<file path="config.mk">
export PLATFORM = sky130hd
export DESIGN_NAME = multi_timer_table_unit
export DESIGN_NICKNAME = d
export VERILOG_FILES = /design/src/rtl/mtt_pkg.sv /design/src/rtl/mtt_slot_mem.sv /design/src/rtl/multi_timer_table_unit.sv
export SDC_FILE = /design/constraint.sdc
export NUM_CORES = 2
export LEC_CHECK = 0
export BUFFER_PORTS_ARGS = -buffer_cell sky130_fd_sc_hd__clkbuf_2
export CAP_MARGIN = 20
export CORE_MARGIN = 2
export CORE_UTILIZATION = 25
export CTS_CLUSTER_DIAMETER = 200
export DETAILED_ROUTE_END_ITERATION = 16
export PLACE_DENSITY_LB_ADDON = 0.05
export SETUP_SLACK_MARGIN = 0.2
export SLEW_MARGIN = 20
export SYNTH_ARGS = -nofsm -noshare
export SYNTH_HDL_FRONTEND = slang
export SYNTH_HIERARCHICAL = 1
export SYNTH_SLANG_ARGS = --single-unit
</file>
<file path="constraint.sdc">
create_clock -name clk_i -period 10.2 [get_ports clk_i]
set_input_delay 1.53 -clock clk_i [delete_from_list [all_inputs] [get_ports clk_i]]
set_output_delay 1.53 -clock clk_i [all_outputs]
set_load 0.05 [all_outputs]
</file>
<file path="src/rtl/mtt_pkg.sv">
`timescale 1ns / 1ps
// ---------------------------------------------------------------------------
// Timer table package
// Request codes, status codes, widths and the slot record layout.
// ---------------------------------------------------------------------------
package mtt_pkg;

  localparam int unsigned TimersDefault = 16;
  localparam int unsigned MaxResults    = 16;
  localparam int unsigned BufAw         = $clog2(MaxResults);

  localparam logic [31:0] NeverTime = 32'hFFFF_FFFF;
  localparam logic [30:0] TillCap   = 31'h7FFF_FFFF;

  // request types
  localparam logic [3:0] ReqStart      = 4'd0;
  localparam logic [3:0] ReqDelay      = 4'd1;
  localparam logic [3:0] ReqDelayUntil = 4'd2;
  localparam logic [3:0] ReqPauseOne   = 4'd3;
  localparam logic [3:0] ReqUnpauseOne = 4'd4;
  localparam logic [3:0] ReqPauseAll   = 4'd5;
  localparam logic [3:0] ReqUnpauseAll = 4'd6;
  localparam logic [3:0] ReqCancel     = 4'd7;
  localparam logic [3:0] ReqCancelAll  = 4'd8;
  localparam logic [3:0] ReqQuery      = 4'd9;
  localparam logic [3:0] ReqCheck      = 4'd10;

  // status codes
  localparam logic [1:0] StOk       = 2'd0;
  localparam logic [1:0] StNotFound = 2'd1;
  localparam logic [1:0] StFull     = 2'd2;
  localparam logic [1:0] StZeroId   = 2'd3;

  // result kinds
  localparam logic KindFired  = 1'b0;
  localparam logic KindAnswer = 1'b1;

  typedef struct packed {
    logic [15:0] id;
    logic [31:0] interval;
    logic [31:0] fire;
    logic        once;
    logic        paused;
  } slot_t;

endpackage

</file>
<file path="src/rtl/mtt_slot_mem.sv">
`timescale 1ns / 1ps
// ---------------------------------------------------------------------------
// Timer slot memory
// One write port, one read port, read data registered.
// ---------------------------------------------------------------------------
module mtt_slot_mem
  import mtt_pkg::*;
#(
  parameter int unsigned Depth = TimersDefault,
  parameter int unsigned Aw    = (Depth > 1) ? $clog2(Depth) : 1
) (
  input  logic          clk_i,
  input  logic          we_i,
  input  logic [Aw-1:0] waddr_i,
  input  slot_t         wdata_i,
  input  logic [Aw-1:0] raddr_i,
  output slot_t         rdata_o
);

  slot_t mem_q [Depth];
  slot_t rdata_q;

  always_ff @(posedge clk_i) begin
    if (we_i) begin
      mem_q[waddr_i] <= wdata_i;
    end
    rdata_q <= mem_q[raddr_i];
  end

  assign rdata_o = rdata_q;

endmodule

</file>
<file path="src/rtl/multi_timer_table_unit.sv">
`timescale 1ns / 1ps
// ---------------------------------------------------------------------------
// Multi timer table
// Table of millisecond timers: start, delay, pause, cancel, query and check.
// ---------------------------------------------------------------------------
// Channel | Dir | tdata (low bit up)                          | tuser     | tlast
// s_axis  | in  | timer_id, amount, one_shot, now (88 b)      | req_type  | -
// m_axis  | out | status, fired_id, elapsed_ms, next_fire,    | kind      | last
//         |     | is_paused, till_next, all_paused (120 b)    |           |
//
// One request at a time. A find pass reads every slot, a single-slot update
// follows, then the time-till-next pass; pause-all, unpause-all and check
// replace find and update by a rewrite pass, cancel-all by clearing every
// valid bit. Each fired timer is read from the result buffer, then loaded
// into the output register before the next is read. The slot memory port
// sets the pass lengths: one slot read per cycle.
// Reset clears the valid bits and the pause-all flag; no clearing pass.
// A stalled result holds in the output register; the next request may be
// taken while the final result of the previous one still waits.
// ---------------------------------------------------------------------------
module multi_timer_table_unit
  import mtt_pkg::*;
#(
  parameter int unsigned TIMERS = TimersDefault
) (
  input  logic         clk_i,
  input  logic         rst_ni,
  input  logic         s_axis_tvalid,
  output logic         s_axis_tready,
  input  logic [87:0]  s_axis_tdata,   // timer_id, amount, one_shot, now, pad
  input  logic [3:0]   s_axis_tuser,   // req_type
  output logic         m_axis_tvalid,
  input  logic         m_axis_tready,
  output logic [119:0] m_axis_tdata,   // status, fired_id, elapsed_ms, next_fire,
                                       // is_paused, till_next, all_paused, pad
  output logic         m_axis_tuser,   // kind
  output logic         m_axis_tlast
);

  localparam int unsigned Aw = (TIMERS > 1) ? $clog2(TIMERS) : 1;
  localparam logic [Aw-1:0] LastSlot = Aw'(TIMERS - 1);

  // sequencer states
  localparam logic [3:0] S_IDLE     = 4'd0;
  localparam logic [3:0] S_FIND     = 4'd1;
  localparam logic [3:0] S_FIND_END = 4'd2;
  localparam logic [3:0] S_OP       = 4'd3;
  localparam logic [3:0] S_OP_WR    = 4'd4;
  localparam logic [3:0] S_WALK     = 4'd5;
  localparam logic [3:0] S_WALK_END = 4'd6;
  localparam logic [3:0] S_TILL     = 4'd7;
  localparam logic [3:0] S_TILL_END = 4'd8;
  localparam logic [3:0] S_EM_RD    = 4'd9;
  localparam logic [3:0] S_EM_LD    = 4'd10;
  localparam logic [3:0] S_EM_ANS   = 4'd11;

  // which pass the returning read data belongs to
  localparam logic [1:0] P_FIND = 2'd0;
  localparam logic [1:0] P_WALK = 2'd1;
  localparam logic [1:0] P_TILL = 2'd2;

  logic [3:0]  state_q, state_d;
  logic [1:0]  pass_q, pass_d;

  // request hold
  logic [3:0]  req_q, req_d;
  logic [15:0] id_q, id_d;
  logic [31:0] amt_q, amt_d;
  logic        once_q, once_d;
  logic [31:0] now_q, now_d;

  logic [TIMERS-1:0] valid_q, valid_d;
  logic              gpause_q, gpause_d;

  // scan pipeline
  logic [Aw-1:0] scan_q, scan_d;
  logic          pv_q, pv_d;
  logic [Aw-1:0] pa_q, pa_d;

  // find results
  logic          found_q, found_d;
  logic [Aw-1:0] hit_q, hit_d;
  logic          free_ok_q, free_ok_d;
  logic [Aw-1:0] free_q, free_d;

  logic [30:0] best_q, best_d;

  // answer record
  logic [1:0]  ans_st_q, ans_st_d;
  logic [15:0] ans_id_q, ans_id_d;
  logic [31:0] ans_nx_q, ans_nx_d;
  logic        ans_pz_q, ans_pz_d;

  // fired result buffer
  logic [BufAw:0]   cnt_q, cnt_d;
  logic [BufAw-1:0] emk_q, emk_d;
  logic [47:0]      buf_mem_q [MaxResults];
  logic [47:0]      buf_rd_q;
  logic             buf_we;
  logic [47:0]      buf_wd;

  // output register
  logic        ov_q, ov_d;
  logic        ok_q, ok_d;
  logic [1:0]  ost_q, ost_d;
  logic [15:0] oid_q, oid_d;
  logic [31:0] oel_q, oel_d;
  logic [31:0] onx_q, onx_d;
  logic        opz_q, opz_d;
  logic [30:0] otl_q, otl_d;
  logic        oap_q, oap_d;
  logic        olast_q, olast_d;

  // slot memory port
  logic          mem_we;
  logic [Aw-1:0] mem_wa, mem_ra;
  slot_t         mem_wd, mem_rd;

  mtt_slot_mem #(
    .Depth (TIMERS),
    .Aw    (Aw)
  ) u_mem (
    .clk_i   (clk_i),
    .we_i    (mem_we),
    .waddr_i (mem_wa),
    .wdata_i (mem_wd),
    .raddr_i (mem_ra),
    .rdata_o (mem_rd)
  );

  logic        out_free;
  logic        pvalid;
  logic        due;
  logic [31:0] diff;

  assign out_free = !ov_q || m_axis_tready;
  assign pvalid   = pv_q && valid_q[pa_q];
  assign due      = now_q >= mem_rd.fire;
  assign diff     = mem_rd.fire - now_q;

  always_comb begin
    state_d   = state_q;
    pass_d    = pass_q;
    req_d     = req_q;
    id_d      = id_q;
    amt_d     = amt_q;
    once_d    = once_q;
    now_d     = now_q;
    valid_d   = valid_q;
    gpause_d  = gpause_q;
    scan_d    = scan_q;
    pv_d      = 1'b0;
    pa_d      = pa_q;
    found_d   = found_q;
    hit_d     = hit_q;
    free_ok_d = free_ok_q;
    free_d    = free_q;
    best_d    = best_q;
    ans_st_d  = ans_st_q;
    ans_id_d  = ans_id_q;
    ans_nx_d  = ans_nx_q;
    ans_pz_d  = ans_pz_q;
    cnt_d     = cnt_q;
    emk_d     = emk_q;
    ov_d      = ov_q;
    ok_d      = ok_q;
    ost_d     = ost_q;
    oid_d     = oid_q;
    oel_d     = oel_q;
    onx_d     = onx_q;
    opz_d     = opz_q;
    otl_d     = otl_q;
    oap_d     = oap_q;
    olast_d   = olast_q;
    mem_we    = 1'b0;
    mem_wa    = pa_q;
    mem_wd    = mem_rd;
    mem_ra    = scan_q;
    buf_we    = 1'b0;
    buf_wd    = {mem_rd.id, (now_q - mem_rd.fire) + mem_rd.interval};

    // drop a result the sink has taken
    if (ov_q && m_axis_tready) begin
      ov_d = 1'b0;
    end

    // process the slot read issued last cycle
    if (pv_q) begin
      case (pass_q)
        P_FIND: begin
          if (pvalid && (mem_rd.id == id_q) && !found_q) begin
            found_d = 1'b1;
            hit_d   = pa_q;
          end
          if (!valid_q[pa_q] && !free_ok_q) begin
            free_ok_d = 1'b1;
            free_d    = pa_q;
          end
        end
        P_WALK: begin
          case (req_q)
            ReqPauseAll: begin
              if (pvalid && !mem_rd.paused) begin
                mem_we        = 1'b1;
                mem_wd.fire   = (mem_rd.fire > now_q) ? diff : 32'd0;
                mem_wd.paused = 1'b1;
              end
            end
            ReqUnpauseAll: begin
              if (pvalid && mem_rd.paused) begin
                mem_we        = 1'b1;
                mem_wd.fire   = now_q + mem_rd.fire;
                mem_wd.paused = 1'b0;
              end
            end
            default: begin
              // check: fire due timers while the buffer has room
              if (pvalid && !mem_rd.paused && due &&
                  (cnt_q < (BufAw + 1)'(MaxResults))) begin
                buf_we = 1'b1;
                cnt_d  = cnt_q + 1'b1;
                if (mem_rd.once) begin
                  valid_d[pa_q] = 1'b0;
                end else begin
                  mem_we      = 1'b1;
                  mem_wd.fire = now_q + mem_rd.interval;
                end
              end
            end
          endcase
        end
        default: begin
          if (pvalid && !mem_rd.paused) begin
            if (due) begin
              best_d = '0;
            end else if (diff < {1'b0, best_q}) begin
              best_d = diff[30:0];
            end
          end
        end
      endcase
    end

    case (state_q)
      S_IDLE: begin
        if (s_axis_tvalid) begin
          req_d     = s_axis_tuser;
          id_d      = s_axis_tdata[15:0];
          amt_d     = s_axis_tdata[47:16];
          once_d    = s_axis_tdata[48];
          now_d     = s_axis_tdata[80:49];
          scan_d    = '0;
          found_d   = 1'b0;
          free_ok_d = 1'b0;
          best_d    = TillCap;
          cnt_d     = '0;
          ans_st_d  = StOk;
          ans_id_d  = s_axis_tdata[15:0];
          ans_nx_d  = '0;
          ans_pz_d  = 1'b0;
          case (s_axis_tuser)
            ReqPauseAll, ReqUnpauseAll, ReqCheck: begin
              ans_id_d = '0;
              gpause_d = (s_axis_tuser == ReqPauseAll) ? 1'b1 :
                         (s_axis_tuser == ReqUnpauseAll) ? 1'b0 : gpause_q;
              pass_d   = P_WALK;
              state_d  = S_WALK;
            end
            ReqCancelAll: begin
              ans_id_d = '0;
              valid_d  = '0;
              pass_d   = P_TILL;
              state_d  = S_TILL;
            end
            default: begin
              pass_d  = P_FIND;
              state_d = S_FIND;
            end
          endcase
        end
      end

      S_FIND, S_WALK, S_TILL: begin
        mem_ra = scan_q;
        pv_d   = 1'b1;
        pa_d   = scan_q;
        if (scan_q == LastSlot) begin
          scan_d  = '0;
          state_d = (state_q == S_FIND) ? S_FIND_END :
                    (state_q == S_WALK) ? S_WALK_END : S_TILL_END;
        end else begin
          scan_d = scan_q + 1'b1;
        end
      end

      S_FIND_END: state_d = S_OP;

      S_WALK_END: begin
        pass_d  = P_TILL;
        state_d = S_TILL;
      end

      S_OP: begin
        pass_d  = P_TILL;
        state_d = S_TILL;
        mem_ra  = hit_q;
        pa_d    = hit_q;
        case (req_q)
          ReqStart: begin
            if (id_q == 16'd0) begin
              ans_st_d = StZeroId;
            end else if (found_q || free_ok_q) begin
              mem_we        = 1'b1;
              mem_wa        = found_q ? hit_q : free_q;
              mem_wd.id     = id_q;
              mem_wd.interval = amt_q;
              mem_wd.fire   = amt_q + now_q;
              mem_wd.once   = once_q;
              mem_wd.paused = 1'b0;
              valid_d[found_q ? hit_q : free_q] = 1'b1;
            end else begin
              ans_st_d = StFull;
            end
          end
          ReqDelay, ReqDelayUntil, ReqPauseOne, ReqUnpauseOne, ReqQuery: begin
            if (found_q) begin
              state_d = S_OP_WR;
            end else begin
              ans_st_d = StNotFound;
              if (req_q == ReqQuery) begin
                ans_nx_d = NeverTime;
              end
            end
          end
          ReqCancel: begin
            if (found_q) begin
              valid_d[hit_q] = 1'b0;
            end else begin
              ans_st_d = StNotFound;
            end
          end
          default: ;
        endcase
      end

      S_OP_WR: begin
        pass_d  = P_TILL;
        state_d = S_TILL;
        mem_wa  = hit_q;
        case (req_q)
          ReqDelay: begin
            mem_we      = 1'b1;
            mem_wd.fire = mem_rd.fire + amt_q;
          end
          ReqDelayUntil: begin
            mem_we        = 1'b1;
            mem_wd.paused = 1'b0;
            if (mem_rd.fire < amt_q) begin
              mem_wd.fire = amt_q;
            end
          end
          ReqPauseOne: begin
            if (!mem_rd.paused) begin
              mem_we        = 1'b1;
              mem_wd.fire   = (mem_rd.fire > now_q) ? diff : 32'd0;
              mem_wd.paused = 1'b1;
            end
          end
          ReqUnpauseOne: begin
            if (mem_rd.paused) begin
              mem_we        = 1'b1;
              mem_wd.fire   = now_q + mem_rd.fire;
              mem_wd.paused = 1'b0;
            end
          end
          default: begin
            ans_pz_d = mem_rd.paused;
            ans_nx_d = mem_rd.paused ? NeverTime : mem_rd.fire;
          end
        endcase
      end

      S_TILL_END: begin
        emk_d   = '0;
        state_d = (cnt_q == '0) ? S_EM_ANS : S_EM_RD;
      end

      S_EM_RD: state_d = S_EM_LD;

      S_EM_LD: begin
        if (out_free) begin
          ov_d    = 1'b1;
          ok_d    = KindFired;
          ost_d   = StOk;
          oid_d   = buf_rd_q[47:32];
          oel_d   = buf_rd_q[31:0];
          onx_d   = '0;
          opz_d   = 1'b0;
          otl_d   = best_q;
          oap_d   = gpause_q;
          olast_d = ({1'b0, emk_q} == (cnt_q - 1'b1));
          if ({1'b0, emk_q} == (cnt_q - 1'b1)) begin
            state_d = S_IDLE;
          end else begin
            emk_d   = emk_q + 1'b1;
            state_d = S_EM_RD;
          end
        end
      end

      S_EM_ANS: begin
        if (out_free) begin
          ov_d    = 1'b1;
          ok_d    = KindAnswer;
          ost_d   = ans_st_q;
          oid_d   = ans_id_q;
          oel_d   = '0;
          onx_d   = ans_nx_q;
          opz_d   = ans_pz_q;
          otl_d   = best_q;
          oap_d   = gpause_q;
          olast_d = 1'b1;
          state_d = S_IDLE;
        end
      end

      default: state_d = S_IDLE;
    endcase
  end

  // fired result buffer: write while walking, read while emitting
  always_ff @(posedge clk_i) begin
    if (buf_we) begin
      buf_mem_q[cnt_q[BufAw-1:0]] <= buf_wd;
    end
    buf_rd_q <= buf_mem_q[emk_q];
  end

  always_ff @(posedge clk_i or negedge rst_ni) begin
    if (!rst_ni) begin
      state_q  <= S_IDLE;
      valid_q  <= '0;
      gpause_q <= 1'b0;
      pv_q     <= 1'b0;
      ov_q     <= 1'b0;
    end else begin
      state_q  <= state_d;
      valid_q  <= valid_d;
      gpause_q <= gpause_d;
      pv_q     <= pv_d;
      ov_q     <= ov_d;
    end
  end

  // payload and bookkeeping, no reset needed
  always_ff @(posedge clk_i) begin
    pass_q    <= pass_d;
    req_q     <= req_d;
    id_q      <= id_d;
    amt_q     <= amt_d;
    once_q    <= once_d;
    now_q     <= now_d;
    scan_q    <= scan_d;
    pa_q      <= pa_d;
    found_q   <= found_d;
    hit_q     <= hit_d;
    free_ok_q <= free_ok_d;
    free_q    <= free_d;
    best_q    <= best_d;
    ans_st_q  <= ans_st_d;
    ans_id_q  <= ans_id_d;
    ans_nx_q  <= ans_nx_d;
    ans_pz_q  <= ans_pz_d;
    cnt_q     <= cnt_d;
    emk_q     <= emk_d;
    ok_q      <= ok_d;
    ost_q     <= ost_d;
    oid_q     <= oid_d;
    oel_q     <= oel_d;
    onx_q     <= onx_d;
    opz_q     <= opz_d;
    otl_q     <= otl_d;
    oap_q     <= oap_d;
    olast_q   <= olast_d;
  end

  // time-till-next and pause flag travel in the output register, so a
  // waiting result holds while the next request is processed
  assign s_axis_tready = (state_q == S_IDLE);
  assign m_axis_tvalid = ov_q;
  assign m_axis_tuser  = ok_q;
  assign m_axis_tlast  = olast_q;
  assign m_axis_tdata  = {5'd0, oap_q, otl_q, opz_q, onx_q, oel_q, oid_q, ost_q};

endmodule

</file>
==> run summary <==
Initial Utilization: 0.2514
largest net degree at the start of global routing: 97
synthesis-to-finish area growth: 17.51%
Final Hold Viols: 0
setup TNS: 0 ps
leakage: 42.44 nW
share of post-route cells with drive strength above 1: 0.2257
clock root buffer: clkbuf_16
count of final setup violators: 0
Top Ports: 220
Longest Clk Path Bufs: 4
cells after synthesis: 6,370
vias per inst: 4.776
routed len/inst: 30.61 microns
Setup WS post-layout: 3259 ps
grt ovf: 0
CP delay by family, top: simple AND/OR/NAND/NOR gates
Netlist cell types: 106
Antenna Nets Post-Route: 0
num rows: 241
R2R Setup Slk: 3260 ps
vias in the first global route: 64.30k
Yosys top cell area share: 0.6519
Post-Synth Adder-Cell Area: 0.03617
top cells by area, synth: edfxtp_1 (65%), mux4_2 (12%), dfxtp_1 (3.1%)
via count: 61.21k
Hold Crit Depth: 0
initial antenna violation count: 28
Setup Fix Bufs, Post-CTS: 0
CP max-delay cell: o31ai_1
f_max: 0.1441 GHz
DRC viols: 0
Ys Warns: 6
Post-Syn Area: 0.1085 sq mm
Multi-input gate area: 0.03169 sq mm
Max Cap Viol: 0
maximum vdd ir drop: 304.5 uV
dpl hpwl: 245.9 mm
Synth Area in XOR/XNOR: 0.01607
Die Width: 662.7 microns
Seq/Total Area, Yosys: 0.6882
dpl ws: 3165 ps
first-pass GRT wire length: 539.6 mm
hold_sp: best_q[12]$_DFF_P_
DIE AREA: 0.4392 sq mm
register area: 0.07466 sq mm
WP buf/inv: 3
Setup Skew: 76.78 ps
Setup CP Type: flop to flop
Fillers: 42.84k
Critical R2R Launch: u_mem/rdata_o[5]$_DFF_P_
Resize count post-CTS: 0
Startpoint Class: flop
largest family of logic cells by synthesized area: multiplexers
simple-gate area share of the yosys netlist: 0.04515
WHS Endpoint: otl_q[12]$_DFFE_PP_
crit end category: flop
Skew-Pair Late Insertion Delay: 940 ps
Synth Flop Type: edfxtp_1
Period minus WS final: 6941 ps
final core occ: 0.2954
TritonCTS clock tree: done
RSZ-0062 raised after global routing: no
FF+latch count, synth: 2,546
outcome: complete, no violations
DR iter-0 viols: 5,017
Yosys top cell by area: edfxtp_1
ys async rst share: 0.009034
Core ar.: 0.4315 sq mm
mux contribution to synthesized area: 0.1199
number of synthesized flops with an enable pin: 2,355
H-Tree Depth: 5
Final period util: 0.6804
Worst R2R End: u_mem/mem_q[1][17]$_DFFE_PP_
nets: 7,216
All-Layer GR Usage: 0.1746
clk sinks: 2,546
synthesized area per cell: 17.03 sq um
Post-CTS Hold Fix Bufs: 0
I/O Buffers: 207
required time of the critical path: 10,730 ps
Synth Area in Compound Gates: 0.07026
CTS buffer count: 311
most frequent cells after synthesis: edfxtp_1 (2,355), mux4_2 (572), nand2_1 (367), inv_1 (280), ha_1 (256)
R2R cell count: 15
Hold Path Class: flop to flop
Slew HR: 0.2532
most common cell in the netlist: edfxtp_1
Clk pin slew, worst setup/hold paths: 60 ps
placer congestion estimate: 0.8471
CP peak stage delay: 820 ps
cell chain of the critical path: ha_1, nor2_1, a211oi_1, o31ai_1, a21boi_4, a31oi_4, nand2_4, o21ai_2, buf_4, nand2_1, nand3_1, or3b_2, nor2_4, buf_4, buf_4
first-pass detailed-route iteration total: 8
most used cell, CP: buf_4
fin. max-slew vios: 0
slew at the pin closest to its max-slew limit: 1120 ps
worst-path fanout max: 33
WP data arrival: 7470 ps
areal power density over the cells: 344.0 mW/mm^2
die extent in y: 662.7 microns
Routed WL: 392.3 mm
[cell usage in the layout (no fill, tap or decap), drive strengths merged, types with 14 or more instances in the layout]
cell / Yosys / final
o211ai: 22 / 22
inv: 281 / 301
nand2: 369 / 369
and2: 94 / 94
dfxtp: 168 / 168
o221ai: 18 / 18
xnor2: 152 / 152
o31ai: 24 / 24
dfrtp: 23 / 23
o21bai: 30 / 30
fa: 36 / 36
o21ai: 270 / 270
nand4: 37 / 37
edfxtp: 2355 / 2355
xor2: 47 / 47
a222oi: 17 / 17
a221oi: 34 / 34
buf: 136 / 244
nor4: 23 / 23
a31oi: 23 / 23
a21o: 61 / 61
a211oi: 28 / 28
nand2b: 28 / 28
mux4: 572 / 572
a22oi: 191 / 191
clkbuf: 174 / 623
and3: 18 / 18
nor3: 67 / 67
o21a: 28 / 28
ha: 256 / 256
a21oi: 236 / 236
o22ai: 21 / 21
nand3: 56 / 56
diode: 0 / 22
nor2b: 35 / 35
bufinv: 0 / 14
or3: 22 / 22
clkinv: 1 / 110
a221o: 47 / 47
nor2: 232 / 232
[state kept, by name, indices dropped and copies added, names as in the netlist, 31 cells and up]
| register | count |
|---|---|
| u_mem/mem_q | 1312 |
| buf_mem_q | 768 |
| u_mem/rdata_o | 82 |
| buf_rd_q | 48 |
| amt_q | 32 |
| ans_nx_q | 32 |
| now_q | 32 |
| oel_q | 32 |
| onx_q | 32 |
| best_q | 31 |
| otl_q | 31 |
[worst register-to-register path, stage by stage (launching register included)]
cell      delay (ps)
dfxtp_1          730
ha_1             470
nor2_1           190
a211oi_1         120
o31ai_1          820
a21boi_4         260
a31oi_4          370
nand2_4          170
o21ai_2          190
buf_4            410
nand2_1          370
nand3_1          340
or3b_2           610
nor2_4           140
buf_4            670
buf_4            660
[per-stage QoR]
stage               total power [mW]  cell area [sq um]  cells  hold slack (ps)
floorplan                      25.88             108500   6374            424.5
global placement               33.38             117500  12230            462.1
detailed placement             33.57             117500  12230            460.8
CTS                            44.54             127300  12790            473.7
global route                   46.26             127500  12810            498.9
finish                         43.85             127500  12820            472.8
[power breakdown]
part	total, mW	internal, mW	switching (mW)	leakage [nW]
registers	16.1	15.3	0.830	23.0
logic	17.0	5.45	11.5	14.7
clock network	10.7	6.17	4.56	4.76
total	43.8	26.9	16.9	42.4
[per-layer routing]
metal	share of wire	track usage	up-vias	wire length, microns
met3	0.040	0.02240	395	15840
met1	0.46	0.2419	33020	178600
met2	0.48	0.2903	1402	188400
met5	0	0	-	0
met4	0.024	0.04109	0	9555
li1	-	-	26390	-
[kinds of logic after synthesis]
kind of cell,count (synthesis)
AOI/OAI and AO/OA,1128
xor gates and xnor gates,199
adders and majority gates,292
buffers and inverters,592
DFF,2546
muxes,584
other,1
and+or+nand+nor,1028
[cell type report]
class / count / area share
well taps: 5710 / 0.05604
multi-input cells: 3236 / 0.2486
repair buffers: 451 / 0.02416
clock buffers: 416 / 0.06572
inverters: 282 / 0.008362
flip-flops and latches: 2546 / 0.5857
diodes: 22 / 0.0004319
clock inverters: 153 / 0.01102
[how the worst max path moves through the flow]
stage | from | to | slack, ps | depth (start not counted)
after global routing | u_mem/rdata_o[5]$_DFF_P_ | u_mem/mem_q[0][17]$_DFFE_PP_ | 3010 | 15
after CTS | u_mem/rdata_o[5]$_DFF_P_ | u_mem/mem_q[1][17]$_DFFE_PP_ | 3130 | 15
final | u_mem/rdata_o[5]$_DFF_P_ | u_mem/mem_q[1][17]$_DFFE_PP_ | 3260 | 15
after floorplan | now_q[21]$_DFFE_PP_ | u_mem/mem_q[0][0]$_DFFE_PP_ | 1000 | 14
after global placement | u_mem/rdata_o[5]$_DFF_P_ | u_mem/mem_q[0][22]$_DFFE_PP_ | 3120 | 15
after detailed placement | u_mem/rdata_o[5]$_DFF_P_ | u_mem/mem_q[1][22]$_DFFE_PP_ | 3170 | 15
No activity file was read; power rests on OpenSTA's default activity.
